$ cat src/rtl/preemptive_priority_scheduler_core_macros.svh
// ----------------------------------------------------------------------------
// Assertion macros for the preemptive priority scheduler
// Concurrent checks with reset gating, used at the end of the top level.
// ----------------------------------------------------------------------------
`ifndef PREEMPTIVE_PRIORITY_SCHEDULER_CORE_MACROS_SVH
`define PREEMPTIVE_PRIORITY_SCHEDULER_CORE_MACROS_SVH

// Same-cycle implication, disabled while reset is asserted
`define PPS_ASSERT_IMPL(name, clk, rst_n, pre, post) \
    name: assert property (@(posedge clk) disable iff (!rst_n) (pre) |-> (post)) \
        else $error("scheduler assertion failed");

// Next-cycle implication, disabled while reset is asserted
`define PPS_ASSERT_NEXT(name, clk, rst_n, pre, post) \
    name: assert property (@(posedge clk) disable iff (!rst_n) (pre) |=> (post)) \
        else $error("scheduler assertion failed");

`endif

$ cat src/rtl/pps_pkg.sv
`timescale 1ns / 1ps
// ----------------------------------------------------------------------------
// pps_pkg
// Shared widths, codes and the candidate record passed along the cell chain.
// ----------------------------------------------------------------------------
package pps_pkg;

    localparam int CFG_W     = 5;
    localparam int TIME_W    = 24;
    localparam int ID_W      = 8;
    localparam int PRI_W     = 8;
    localparam int T16_W     = 16;
    localparam int SLOT_IN_W = 4;
    localparam int CNT_SAT   = 31;

    localparam logic [TIME_W-1:0] TIME_MAX = {TIME_W{1'b1}};

    // Input item kinds
    localparam logic KIND_LOAD = 1'b0;
    localparam logic KIND_TICK = 1'b1;

    // Stream widths
    localparam int S_TDATA_W = 56;
    localparam int M_TDATA_W = 120;

    // Best ready entry seen so far while walking the chain
    typedef struct packed {
        logic               found;
        logic [PRI_W-1:0]   prio;
        logic [ID_W-1:0]    id;
        logic [T16_W-1:0]   arrival;
        logic [T16_W-1:0]   burst;
        logic [T16_W-1:0]   remaining;
    } cand_t;

endpackage

$ cat src/rtl/preemptive_priority_scheduler_core.sv
`timescale 1ns / 1ps
// ----------------------------------------------------------------------------
// preemptive_priority_scheduler_core
// Preemptive priority scheduler over a row of process-slot cells.
// ----------------------------------------------------------------------------
// Usage:
//   cfg_we/cfg_wdata set the number of slots in use (write only while idle).
//   s_* carries one transaction per item: s_tuser selects load (0) or tick (1).
//   A load writes one slot in the cycle it is accepted and gives no result.
//   A tick sends a candidate record down the chain of MAX_PROCS cells, one
//   cell per cycle, during the scan state; the calc state then works out
//   the completion figures and the write state loads the output register.
//   s_tready returns with m_tvalid, so no new item is taken while a tick
//   is still being worked on. Only one item is in flight.
//   m_* carries one result transaction per tick. The output register holds a
//   result while the receiver stalls; the next item is accepted meanwhile,
//   and a following tick waits for the register to free before it finishes.
//   Reset clears tick time, completion count, chart history and the output;
//   the slot tables keep their contents and must be loaded before use.
// ----------------------------------------------------------------------------
`include "preemptive_priority_scheduler_core_macros.svh"

module preemptive_priority_scheduler_core
    import pps_pkg::*;
#(
    parameter int MAX_PROCS = 16
) (
    input  logic                    aclk,
    input  logic                    aresetn,
    input  logic                    cfg_we,
    input  logic [CFG_W-1:0]        cfg_wdata,
    input  logic                    s_tvalid,
    output logic                    s_tready,
    // [3:0] slot, [11:4] process_id, [19:12] priority_req,
    // [35:20] arrival_time, [51:36] burst_time, [55:52] zero
    input  logic [S_TDATA_W-1:0]    s_tdata,
    // [0] kind
    input  logic                    s_tuser,
    output logic                    m_tvalid,
    input  logic                    m_tready,
    // [23:0] time_now, [24] cpu_idle, [32:25] running_id, [33] chart_new,
    // [34] finished, [42:35] finished_id, [66:43] completion_time,
    // [90:67] turnaround_time, [114:91] waiting_time, [115] all_done,
    // [119:116] zero
    output logic [M_TDATA_W-1:0]    m_tdata
);

    localparam int SLOT_W = $clog2(MAX_PROCS);
    localparam int NW     = ($clog2(MAX_PROCS + 1) > CFG_W) ? $clog2(MAX_PROCS + 1) : CFG_W;

    localparam logic [1:0] ST_IDLE  = 2'd0;
    localparam logic [1:0] ST_SCAN  = 2'd1;
    localparam logic [1:0] ST_CALC  = 2'd2;
    localparam logic [1:0] ST_WRITE = 2'd3;

    // Control state
    logic [1:0]         state_reg, state_next;
    logic [SLOT_W-1:0]  scan_cnt_reg;
    logic [CFG_W-1:0]   num_reg;
    logic [TIME_W-1:0]  tick_reg;
    logic [CFG_W-1:0]   fin_cnt_reg, fin_cnt_next;
    logic               last_valid_reg;
    logic               m_tvalid_reg;

    // Chart history and result stage payload
    logic               last_idle_reg;
    logic [ID_W-1:0]    last_id_reg;
    logic [TIME_W-1:0]  st_time_reg;
    logic               st_idle_reg;
    logic [ID_W-1:0]    st_run_id_reg;
    logic               st_chart_reg;
    logic               st_fin_reg;
    logic [ID_W-1:0]    st_fin_id_reg;
    logic [TIME_W-1:0]  st_comp_reg;
    logic [TIME_W-1:0]  st_tat_reg;
    logic [T16_W-1:0]   st_burst_reg;
    logic               st_done_reg;
    logic [M_TDATA_W-1:0] m_tdata_reg;

    // Chain
    cand_t              cand_chain [0:MAX_PROCS];
    logic [SLOT_W-1:0]  slot_chain [0:MAX_PROCS];
    logic [MAX_PROCS-1:0] wr_vec;
    logic [MAX_PROCS-1:0] dec_vec;
    logic [MAX_PROCS-1:0] in_use_vec;

    logic               accept;
    logic               load_fire;
    logic               tick_fire;
    logic               out_free;
    logic [NW-1:0]      n_eff;
    cand_t              win;
    logic [SLOT_W-1:0]  win_slot;
    logic               win_fin;
    logic               chart_new;
    logic [TIME_W-1:0]  comp;
    logic [TIME_W-1:0]  arr_ext;
    logic [TIME_W-1:0]  burst_ext;
    logic [TIME_W-1:0]  wt;

    assign s_tready  = (state_reg == ST_IDLE);
    assign accept    = s_tvalid && s_tready;
    assign load_fire = accept && (s_tuser == KIND_LOAD);
    assign tick_fire = accept && (s_tuser == KIND_TICK);
    assign out_free  = !m_tvalid_reg || m_tready;

    // Clamp the process count into 1..MAX_PROCS
    always_comb begin
        if (num_reg == '0) begin
            n_eff = NW'(1);
        end else if (NW'(num_reg) > NW'(MAX_PROCS)) begin
            n_eff = NW'(MAX_PROCS);
        end else begin
            n_eff = NW'(num_reg);
        end
    end

    assign cand_chain[0] = '0;
    assign slot_chain[0] = '0;
    assign win      = cand_chain[MAX_PROCS];
    assign win_slot = slot_chain[MAX_PROCS];
    assign win_fin  = win.found && (win.remaining == T16_W'(1));

    // Row of slot cells
    genvar i;
    generate
        for (i = 0; i < MAX_PROCS; i++) begin : g_cell
            if (i < (1 << SLOT_IN_W)) begin : g_wr
                assign wr_vec[i] = load_fire && (s_tdata[3:0] == SLOT_IN_W'(i));
            end else begin : g_nowr
                assign wr_vec[i] = 1'b0;
            end
            assign dec_vec[i]    = (state_reg == ST_CALC) && win.found
                                   && (win_slot == SLOT_W'(i));
            assign in_use_vec[i] = (NW'(i) < n_eff);

            pps_cell #(
                .SLOT_W (SLOT_W)
            ) u_cell (
                .aclk       (aclk),
                .wr_en      (wr_vec[i]),
                .wr_id      (s_tdata[11:4]),
                .wr_prio    (s_tdata[19:12]),
                .wr_arrival (s_tdata[35:20]),
                .wr_burst   (s_tdata[51:36]),
                .dec_en     (dec_vec[i]),
                .in_use     (in_use_vec[i]),
                .tick       (tick_reg),
                .my_slot    (SLOT_W'(i)),
                .cand_in    (cand_chain[i]),
                .slot_in    (slot_chain[i]),
                .cand_out   (cand_chain[i+1]),
                .slot_out   (slot_chain[i+1])
            );
        end
    endgenerate

    // Sequencer
    always_comb begin
        state_next = state_reg;
        unique case (state_reg)
            ST_IDLE:  if (tick_fire) state_next = ST_SCAN;
            ST_SCAN:  if (scan_cnt_reg == SLOT_W'(MAX_PROCS - 1)) state_next = ST_CALC;
            ST_CALC:  state_next = ST_WRITE;
            ST_WRITE: if (out_free) state_next = ST_IDLE;
            default:  state_next = ST_IDLE;
        endcase
    end

    // Completion count saturates
    always_comb begin
        fin_cnt_next = fin_cnt_reg;
        if (win_fin && (fin_cnt_reg != CFG_W'(CNT_SAT))) begin
            fin_cnt_next = fin_cnt_reg + CFG_W'(1);
        end
    end

    // Chart entry is new on the first tick or when idle state or running id changes
    assign chart_new = !last_valid_reg || (last_idle_reg == win.found)
                       || (win.found && (last_id_reg != win.id));

    // Completion time saturating at TIME_MAX, waiting time floored at zero
    assign comp    = (tick_reg < TIME_MAX) ? tick_reg + TIME_W'(1) : TIME_MAX;
    assign arr_ext = {{(TIME_W-T16_W){1'b0}}, win.arrival};
    assign burst_ext = {{(TIME_W-T16_W){1'b0}}, st_burst_reg};
    assign wt      = (st_tat_reg >= burst_ext) ? st_tat_reg - burst_ext : '0;

    // Control registers
    always_ff @(posedge aclk) begin
        if (!aresetn) begin
            state_reg      <= ST_IDLE;
            scan_cnt_reg   <= '0;
            num_reg        <= CFG_W'(1);
            tick_reg       <= '0;
            fin_cnt_reg    <= '0;
            last_valid_reg <= 1'b0;
            m_tvalid_reg   <= 1'b0;
        end else begin
            state_reg <= state_next;
            if (cfg_we) begin
                num_reg <= cfg_wdata;
            end
            if (state_reg == ST_SCAN) begin
                scan_cnt_reg <= scan_cnt_reg + SLOT_W'(1);
            end else begin
                scan_cnt_reg <= '0;
            end
            if (state_reg == ST_CALC) begin
                fin_cnt_reg    <= fin_cnt_next;
                last_valid_reg <= 1'b1;
                if (tick_reg < TIME_MAX) begin
                    tick_reg <= tick_reg + TIME_W'(1);
                end
            end
            // Raise on a finished result, drop once taken
            if ((state_reg == ST_WRITE) && out_free) begin
                m_tvalid_reg <= 1'b1;
            end else if (m_tready) begin
                m_tvalid_reg <= 1'b0;
            end
        end
    end

    // Result stage and output register
    always_ff @(posedge aclk) begin
        if (state_reg == ST_CALC) begin
            last_idle_reg <= !win.found;
            last_id_reg   <= win.id;
            st_time_reg   <= tick_reg;
            st_idle_reg   <= !win.found;
            st_run_id_reg <= win.found ? win.id : '0;
            st_chart_reg  <= chart_new;
            st_fin_reg    <= win_fin;
            st_fin_id_reg <= win_fin ? win.id : '0;
            st_comp_reg   <= win_fin ? comp : '0;
            st_tat_reg    <= (win_fin && (comp >= arr_ext)) ? comp - arr_ext : '0;
            st_burst_reg  <= win_fin ? win.burst : '0;
            st_done_reg   <= (NW'(fin_cnt_next) >= n_eff);
        end
        if ((state_reg == ST_WRITE) && out_free) begin
            m_tdata_reg <= {4'b0, st_done_reg, wt, st_tat_reg, st_comp_reg,
                            st_fin_id_reg, st_fin_reg, st_chart_reg,
                            st_run_id_reg, st_idle_reg, st_time_reg};
        end
    end

    assign m_tvalid = m_tvalid_reg;
    assign m_tdata  = m_tdata_reg;

    // Checks
    `PPS_ASSERT_IMPL(a_fin_not_idle, aclk, aresetn, m_tvalid && m_tdata[34], !m_tdata[24])
    `PPS_ASSERT_IMPL(a_one_dec, aclk, aresetn, 1'b1, $onehot0(dec_vec))
    `PPS_ASSERT_NEXT(a_cnt_mono, aclk, aresetn, 1'b1, fin_cnt_reg >= $past(fin_cnt_reg))

endmodule

$ cat src/rtl/pps_cell.sv
`timescale 1ns / 1ps
// ----------------------------------------------------------------------------
// pps_cell
// One process slot: holds its table entry, merges it into the passing
// candidate and hands the result to the next cell every cycle.
// ----------------------------------------------------------------------------
module pps_cell
    import pps_pkg::*;
#(
    parameter int SLOT_W = 4
) (
    input  logic                aclk,
    input  logic                wr_en,
    input  logic [ID_W-1:0]     wr_id,
    input  logic [PRI_W-1:0]    wr_prio,
    input  logic [T16_W-1:0]    wr_arrival,
    input  logic [T16_W-1:0]    wr_burst,
    input  logic                dec_en,
    input  logic                in_use,
    input  logic [TIME_W-1:0]   tick,
    input  logic [SLOT_W-1:0]   my_slot,
    input  cand_t               cand_in,
    input  logic [SLOT_W-1:0]   slot_in,
    output cand_t               cand_out,
    output logic [SLOT_W-1:0]   slot_out
);

    logic [ID_W-1:0]    id_reg;
    logic [PRI_W-1:0]   prio_reg;
    logic [T16_W-1:0]   arrival_reg;
    logic [T16_W-1:0]   burst_reg;
    logic [T16_W-1:0]   remaining_reg;
    cand_t              cand_reg;
    logic [SLOT_W-1:0]  slot_reg;

    logic   ready;
    logic   take;
    cand_t  own;

    // Load a slot or consume one unit of service
    always_ff @(posedge aclk) begin
        if (wr_en) begin
            id_reg        <= wr_id;
            prio_reg      <= wr_prio;
            arrival_reg   <= wr_arrival;
            burst_reg     <= wr_burst;
            remaining_reg <= wr_burst;
        end else if (dec_en) begin
            remaining_reg <= remaining_reg - T16_W'(1);
        end
    end

    // Ready when in use, arrived and not yet done; strict compare keeps lower slot on ties
    always_comb begin
        ready = in_use && ({{(TIME_W-T16_W){1'b0}}, arrival_reg} <= tick)
                && (remaining_reg != '0);
        take  = ready && (!cand_in.found || (prio_reg > cand_in.prio));
        own.found     = 1'b1;
        own.prio      = prio_reg;
        own.id        = id_reg;
        own.arrival   = arrival_reg;
        own.burst     = burst_reg;
        own.remaining = remaining_reg;
    end

    // Pass the better candidate to the neighbor
    always_ff @(posedge aclk) begin
        cand_reg <= take ? own : cand_in;
        slot_reg <= take ? my_slot : slot_in;
    end

    assign cand_out = cand_reg;
    assign slot_out = slot_reg;

endmodule

$ cat config.mk
export PLATFORM = sky130hd
export DESIGN_NAME = preemptive_priority_scheduler_core
export DESIGN_NICKNAME = d
export VERILOG_FILES = /design/src/rtl/pps_pkg.sv /design/src/rtl/preemptive_priority_scheduler_core.sv /design/src/rtl/pps_cell.sv
export VERILOG_INCLUDE_DIRS = /design/src /design/src/rtl
export SDC_FILE = /design/constraint.sdc
export NUM_CORES = 2
export LEC_CHECK = 0
export BUFFER_PORTS_ARGS = -buffer_cell sky130_fd_sc_hd__buf_2
export CAP_MARGIN = 20
export CORE_ASPECT_RATIO = 0.7
export CORE_MARGIN = 5
export CORE_UTILIZATION = 56
export CTS_CLUSTER_SIZE = 16
export DETAILED_ROUTE_END_ITERATION = 10
export PLACE_DENSITY = 0.83
export SLEW_MARGIN = 20
export SYNTH_ARGS = -nofsm -noshare
export SYNTH_HDL_FRONTEND = slang
export SYNTH_HIERARCHICAL = 1
export SYNTH_SLANG_ARGS = --single-unit
$ cat constraint.sdc
create_clock -name aclk -period 6.89 [get_ports aclk]
set_input_delay 0.689 -clock aclk [delete_from_list [all_inputs] [get_ports aclk]]
set_output_delay 0.689 -clock aclk [all_outputs]
set_load 0.01 [all_outputs]
# ---- Word-level counts from Yosys, hierarchy flattened
# Cells that the tools add are included.
dict set report totals {
  in_bits 67
  output_inout_bits 122
  reg_bits 2379
  wordCells 546
}
dict set report classes {
  reduce_logical 164
  addsub 21
  n_bitwise 1
  muxes 57
  eq_ne 41
  magnitude_cmp 52
}
# op n
set ops {}
lappend ops {{$mux W64} 14}
lappend ops {{$mux W16} 32}
lappend ops {{$le A16 B24 Y1} 16}
lappend ops {{$reduce_bool A16 Y1} 16}
lappend ops {{$sub A16 B1 Y16 const B} 16}
lappend ops {{$gt A8 B8 Y1} 15}
lappend ops {{$logic_and A1 B1 Y1} 88}
lappend ops {{$eq A4 B4 Y1 const B} 17}
lappend ops {{$mux W56} 1}
lappend ops {{$ge A24 B16 Y1} 2}
lappend ops {{$sub A24 B16 Y24} 2}
lappend ops {{$lt A4 B5 Y1 const A} 8}
lappend ops {{$reduce_bool A2 Y1} 17}
lappend ops {{$eq A4 B3 Y1 const B} 8}
lappend ops {{$add A24 B1 Y24 const B} 1}
lappend ops {{$lt A24 B24 Y1 const B} 1}
lappend ops {{$mux W24} 1}
lappend ops {{$lt A3 B5 Y1 const A} 4}
lappend ops {{$logic_not A1 Y1} 18}
lappend ops {{$logic_or A1 B1 Y1} 18}
lappend ops {{$eq A16 B1 Y1 const B} 1}
lappend ops {{$eq A4 B2 Y1 const B} 4}
lappend ops {{$mux W5} 3}
lappend ops {{$lt A1 B5 Y1 const A} 2}
lappend ops {{22 further kinds} 31}

# ---- Longest topological paths before layout
dict set report logic_depth {
  ltp_word 8
  depth_mapped 18
  mapped_depth_nobuf 17
}

# ---- Hierarchy
# Netlist, hierarchy kept.
# module cells_each area_per_inst_um2 n_inst
set by_module_without_submodules {}
lappend by_module_without_submodules {pps_cell 372 5285.1 16}
lappend by_module_without_submodules {preemptive_priority_scheduler_core 1055 12648.4 1}

# ---- Worst setup path after synthesis
# OpenSTA, ideal clock, no wires.
dict set report synth_path {
  kind {input to register}
  from {input port m_tready}
  to {register m_tdata_reg[0], in the netlist m_tdata[0], enable pin}
  path_stages 2
  t_required_ns 6.284
  path_buffers 0
  slack_ns 0.398
  arrival_time_ns 5.886
  path_cell_list {nor2b_1 nor2b_1}
}
dict set report synth_via {
  elab_chain_cells 2
}
# item line_no
set synth_rtl {}
lappend synth_rtl {{start: declaration} preemptive_priority_scheduler_core.sv:40} ;# input logic m_tready,
lappend synth_rtl {{$logic_or A1 B1 Y1} preemptive_priority_scheduler_core.sv:105} ;# assign out_free = !m_tvalid_reg || m_tready;
lappend synth_rtl {{$logic_and A1 B1 Y1} preemptive_priority_scheduler_core.sv:240} ;# if ((state_reg == ST_WRITE) && out_free) begin
lappend synth_rtl {{end signal: assignment} preemptive_priority_scheduler_core.sv:241} ;# m_tdata_reg <= {4'b0, st_done_reg, wt, st_tat_reg, st_comp_reg,
lappend synth_rtl {{end: declaration} preemptive_priority_scheduler_core.sv:78} ;# logic [M_TDATA_W-1:0] m_tdata_reg;
# No other way between the ends.
# A chain may end at the register's enable or synchronous reset.

# ---- Worst setup path in the final report
dict set report layout_path {
  from {register tick_reg[1]}
  to {register st_tat_reg[15], data pin}
}
dict set report layout_via {
  elab_chain_cells 4
  word_cells_on_any_way 6
  cone_classes {add/sub: 2; order compare: 2; mux: 1; reduce/logical: 1}
}
# item line_no
set layout_rtl {}
lappend layout_rtl {{start: declaration} preemptive_priority_scheduler_core.sv:60} ;# logic [TIME_W-1:0] tick_reg;
lappend layout_rtl {{start signal: assignment} preemptive_priority_scheduler_core.sv:212} ;# tick_reg <= tick_reg + TIME_W'(1);
lappend layout_rtl {{$add A24 B1 Y24 or $lt A24 B24 Y1 (tied branches)} preemptive_priority_scheduler_core.sv:183} ;# assign comp = (tick_reg < TIME_MAX) ? tick_reg + TIME_W'(1) : TIME_MAX;
lappend layout_rtl {{$mux W24 *} preemptive_priority_scheduler_core.sv:183}
lappend layout_rtl {{named net comp[2]} preemptive_priority_scheduler_core.sv:96} ;# logic [TIME_W-1:0] comp;
lappend layout_rtl {{$ge A24 B16 Y1} preemptive_priority_scheduler_core.sv:236} ;# st_tat_reg <= (win_fin && (comp >= arr_ext)) ? comp - arr_ext : '0;
lappend layout_rtl {{$logic_and A1 B1 Y1} preemptive_priority_scheduler_core.sv:236}
lappend layout_rtl {{end signal: assignment} preemptive_priority_scheduler_core.sv:236}
lappend layout_rtl {{end: declaration} preemptive_priority_scheduler_core.sv:75} ;# logic [TIME_W-1:0] st_tat_reg;
# The timed path passes the listed nets; every way through them passes the cells marked *.

==> results.json <==
{
  "cts_made_buffers": 202,
  "drv_slew": 0,
  "period_share_pct": 74.82,
  "cp-start-kind": "register",
  "switching_power_w": 0.007178,
  "syn_area_sq_mm": 0.09693,
  "hold_class": "input pin to register",
  "crit_family": "compound AO/OA/AOI/OAI gates",
  "wl_per_cell_microns": 20.73,
  "gp_congestion": 0.8980,
  "cts_tree": "yes",
  "synth_area_per_cell_sq_um": 13.87,
  "area_growth_syn_to_layout_pct": 10.46,
  "syn_inst": 6991,
  "p_leak_nw": 40.18,
  "antenna_found_initial": 9,
  "grt_pass1_vias": 54090,
  "critPathCaptureType": "register",
  "status": "complete, no violations",
  "cts-root-buf": "clkbuf_16",
  "dp.cells": 9436,
  "drc": 0,
  "dr.pass1.iters": 6,
  "cts_sinks": 2394,
  "routed-via-count": 54780,
  "crit_arrival_ps": 5690,
  "finalSetupViolations": 0,
  "fp.dieH_microns": 358.1,
  "clock.fmax_mhz": 194.0,
  "core.rowCount": 127,
  "hpwl_microns": 139300,
  "cellPowerDensity_mw_per_mm2": 291.5,
  "hold_viol_final": 0,
  "io_buffers": 180,
  "ys_warn_count": 6,
  "grt_start_max_net_pins": 82,
  "track_usage_pct": 22.15,
  "insertion_delay_ps": 830,
  "drt_iter0_markers": 5754,
  "fin_area_sq_mm": 0.1071,
  "drive_above_1_share_pct": 13.16,
  "cp.required_ps": 7430,
  "die_area_sq_mm": 0.1816,
  "p_comb_share_pct": 9.0,
  "largest_reg_flops": 1032,
  "pwr-share-clk_pct": 36.4,
  "core-area_sq_mm": 0.1716,
  "crit_buf_inv": 2,
  "peakVddDrop_mv": 0.2553,
  "h-tree-depth": 4,
  "path_max_fanout": 28,
  "p_int_w": 0.02403,
  "detail-route-antenna-nets": 0,
  "layout.cells.non_filler": 9824,
  "layout_min_cycle_time_ps": 5155,
  "clkTransAtPathRegs_ps": 60,
  "fp.dieW_microns": 507.3,
  "critPathKind": "register to register",
  "start_util_pct": 56.48,
  "path_cells": "buf_4 -> ha_1 -> nand3_2 -> nor2_1 -> nand4_1 -> buf_4 -> nand2_1 -> ha_1 -> a211oi_1 -> o21ai_0 -> a21oi_1 -> o21ai_0 -> a21o_1 -> nor4_4 -> a41o_2 -> nor4_1",
  "slowest_stage": "a41o_2",
  "seq_power_share_pct": 54.6,
  "worstMarginPinSlew_ps": 1215,
  "placed_area_sq_mm": 0.1003,
  "critPathMaxStageDelay_ps": 510,
  "wl_microns": 203600,
  "switching_share_pct": 23.00,
  "cts-resized-gates": 0,
  "grt_pass1_wl_microns": 315800,
  "cts_setup_buffers": 0,
  "routed_via_density": 5.576,
  "ioPinCount": 189,
  "fin_nets": 7900,
  "tns_ps": 0,
  "maxSlewHeadroom_pct": 19.01,
  "fin_worst_skew_ps": 49.15,
  "clk_path_buf_depth": 3,
  "rsz0062_at_grt": "false",
  "drv_cap": 0,
  "overflow": 0,
  "ctsHoldBuffers": 0
}
cell type report:
cell class | count | area (sq um)
Fill cell | 12010 | 64540
Sequential cell | 2394 | 60500
Multi-Input combinational cell | 4073 | 33830
Clock buffer | 285 | 5718
Tap cell | 2257 | 2824
Inverter | 469 | 1760
Timing Repair Buffer | 246 | 1441
Clock inverter | 96 | 993.5
Antenna cell | 4 | 10.01
placed cells by master, fill, tap and decap left out, types with 27 or more instances in the layout:
master,n
a21oi_1,222
nand2_1,425
edfxtp_1,1256
o21ai_1,34
xor2_1,83
inv_1,469
mux2_1,767
and2_1,54
mux2_4,313
a21o_1,27
clkbuf_16,203
nor2b_1,52
o21ai_0,291
o211ai_1,35
nor3_1,72
xnor2_1,222
clkbuf_1,49
buf_4,66
buf_2,177
nand2b_1,44
nand4_1,111
nand3_1,41
clkbuf_8,33
conb_1,148
clkinv_2,37
ha_1,444
dfxtp_1,1138
nor2_1,243
nor4_1,119
per-layer routing:
metal / GRT usage [%] / up-vias / wire, microns
met4: 6.244 / 2 / 4414
met5: 0.6551 / - / 168
met1: 33.86 / 26680 / 94850
li1: - / 25790 / -
met2: 31.83 / 2033 / 85660
met3: 4.750 / 267 / 18510
worst paths after layout:
kind                  start              to  slack, ps  depth (start not counted)
max             tick_reg[1]  st_tat_reg[15]       1730                         16
min            cfg_wdata[0]      num_reg[0]        150                          3
max reg2reg     tick_reg[1]  st_tat_reg[15]       1730                         16
min reg2reg  st_time_reg[8]      m_tdata[8]        410                          0
worst register-to-register path, cell delays in order, from the launching register on:
cell,delay [ps]
dfxtp_1,310
buf_4,330
ha_1,300
nand3_2,190
nor2_1,430
nand4_1,370
buf_4,340
nand2_1,120
ha_1,300
a211oi_1,350
o21ai_0,150
a21oi_1,280
o21ai_0,230
a21o_1,280
nor4_4,280
a41o_2,510
nor4_1,120
power groups by stage:
stage	clock network, W	registers [W]	logic (W)
finish	0.0114	0.0170	0.00281
global route	0.0122	0.0171	0.00307
CTS	0.0116	0.0170	0.00279
detailed placement	0	0.0173	0.00272
global placement	0	0.0173	0.00262
floorplan	0	0.0171	0.00196
through the flow:
stage	total power, W	util, %	hold slack (ps)	worst slack, ps
3_3_place_gp	0.01989	58.43	403.0	1943
2_1_floorplan	0.01903	-	400.3	397.7
3_5_place_dp	0.02004	58.43	404.5	1844
4_1_cts	0.03140	62.34	109.5	1824
5_1_grt	0.03242	62.39	154.7	1410
6_report	0.03121	62.39	154.3	1735
Note: power is estimated with default switching activity, not from simulation.
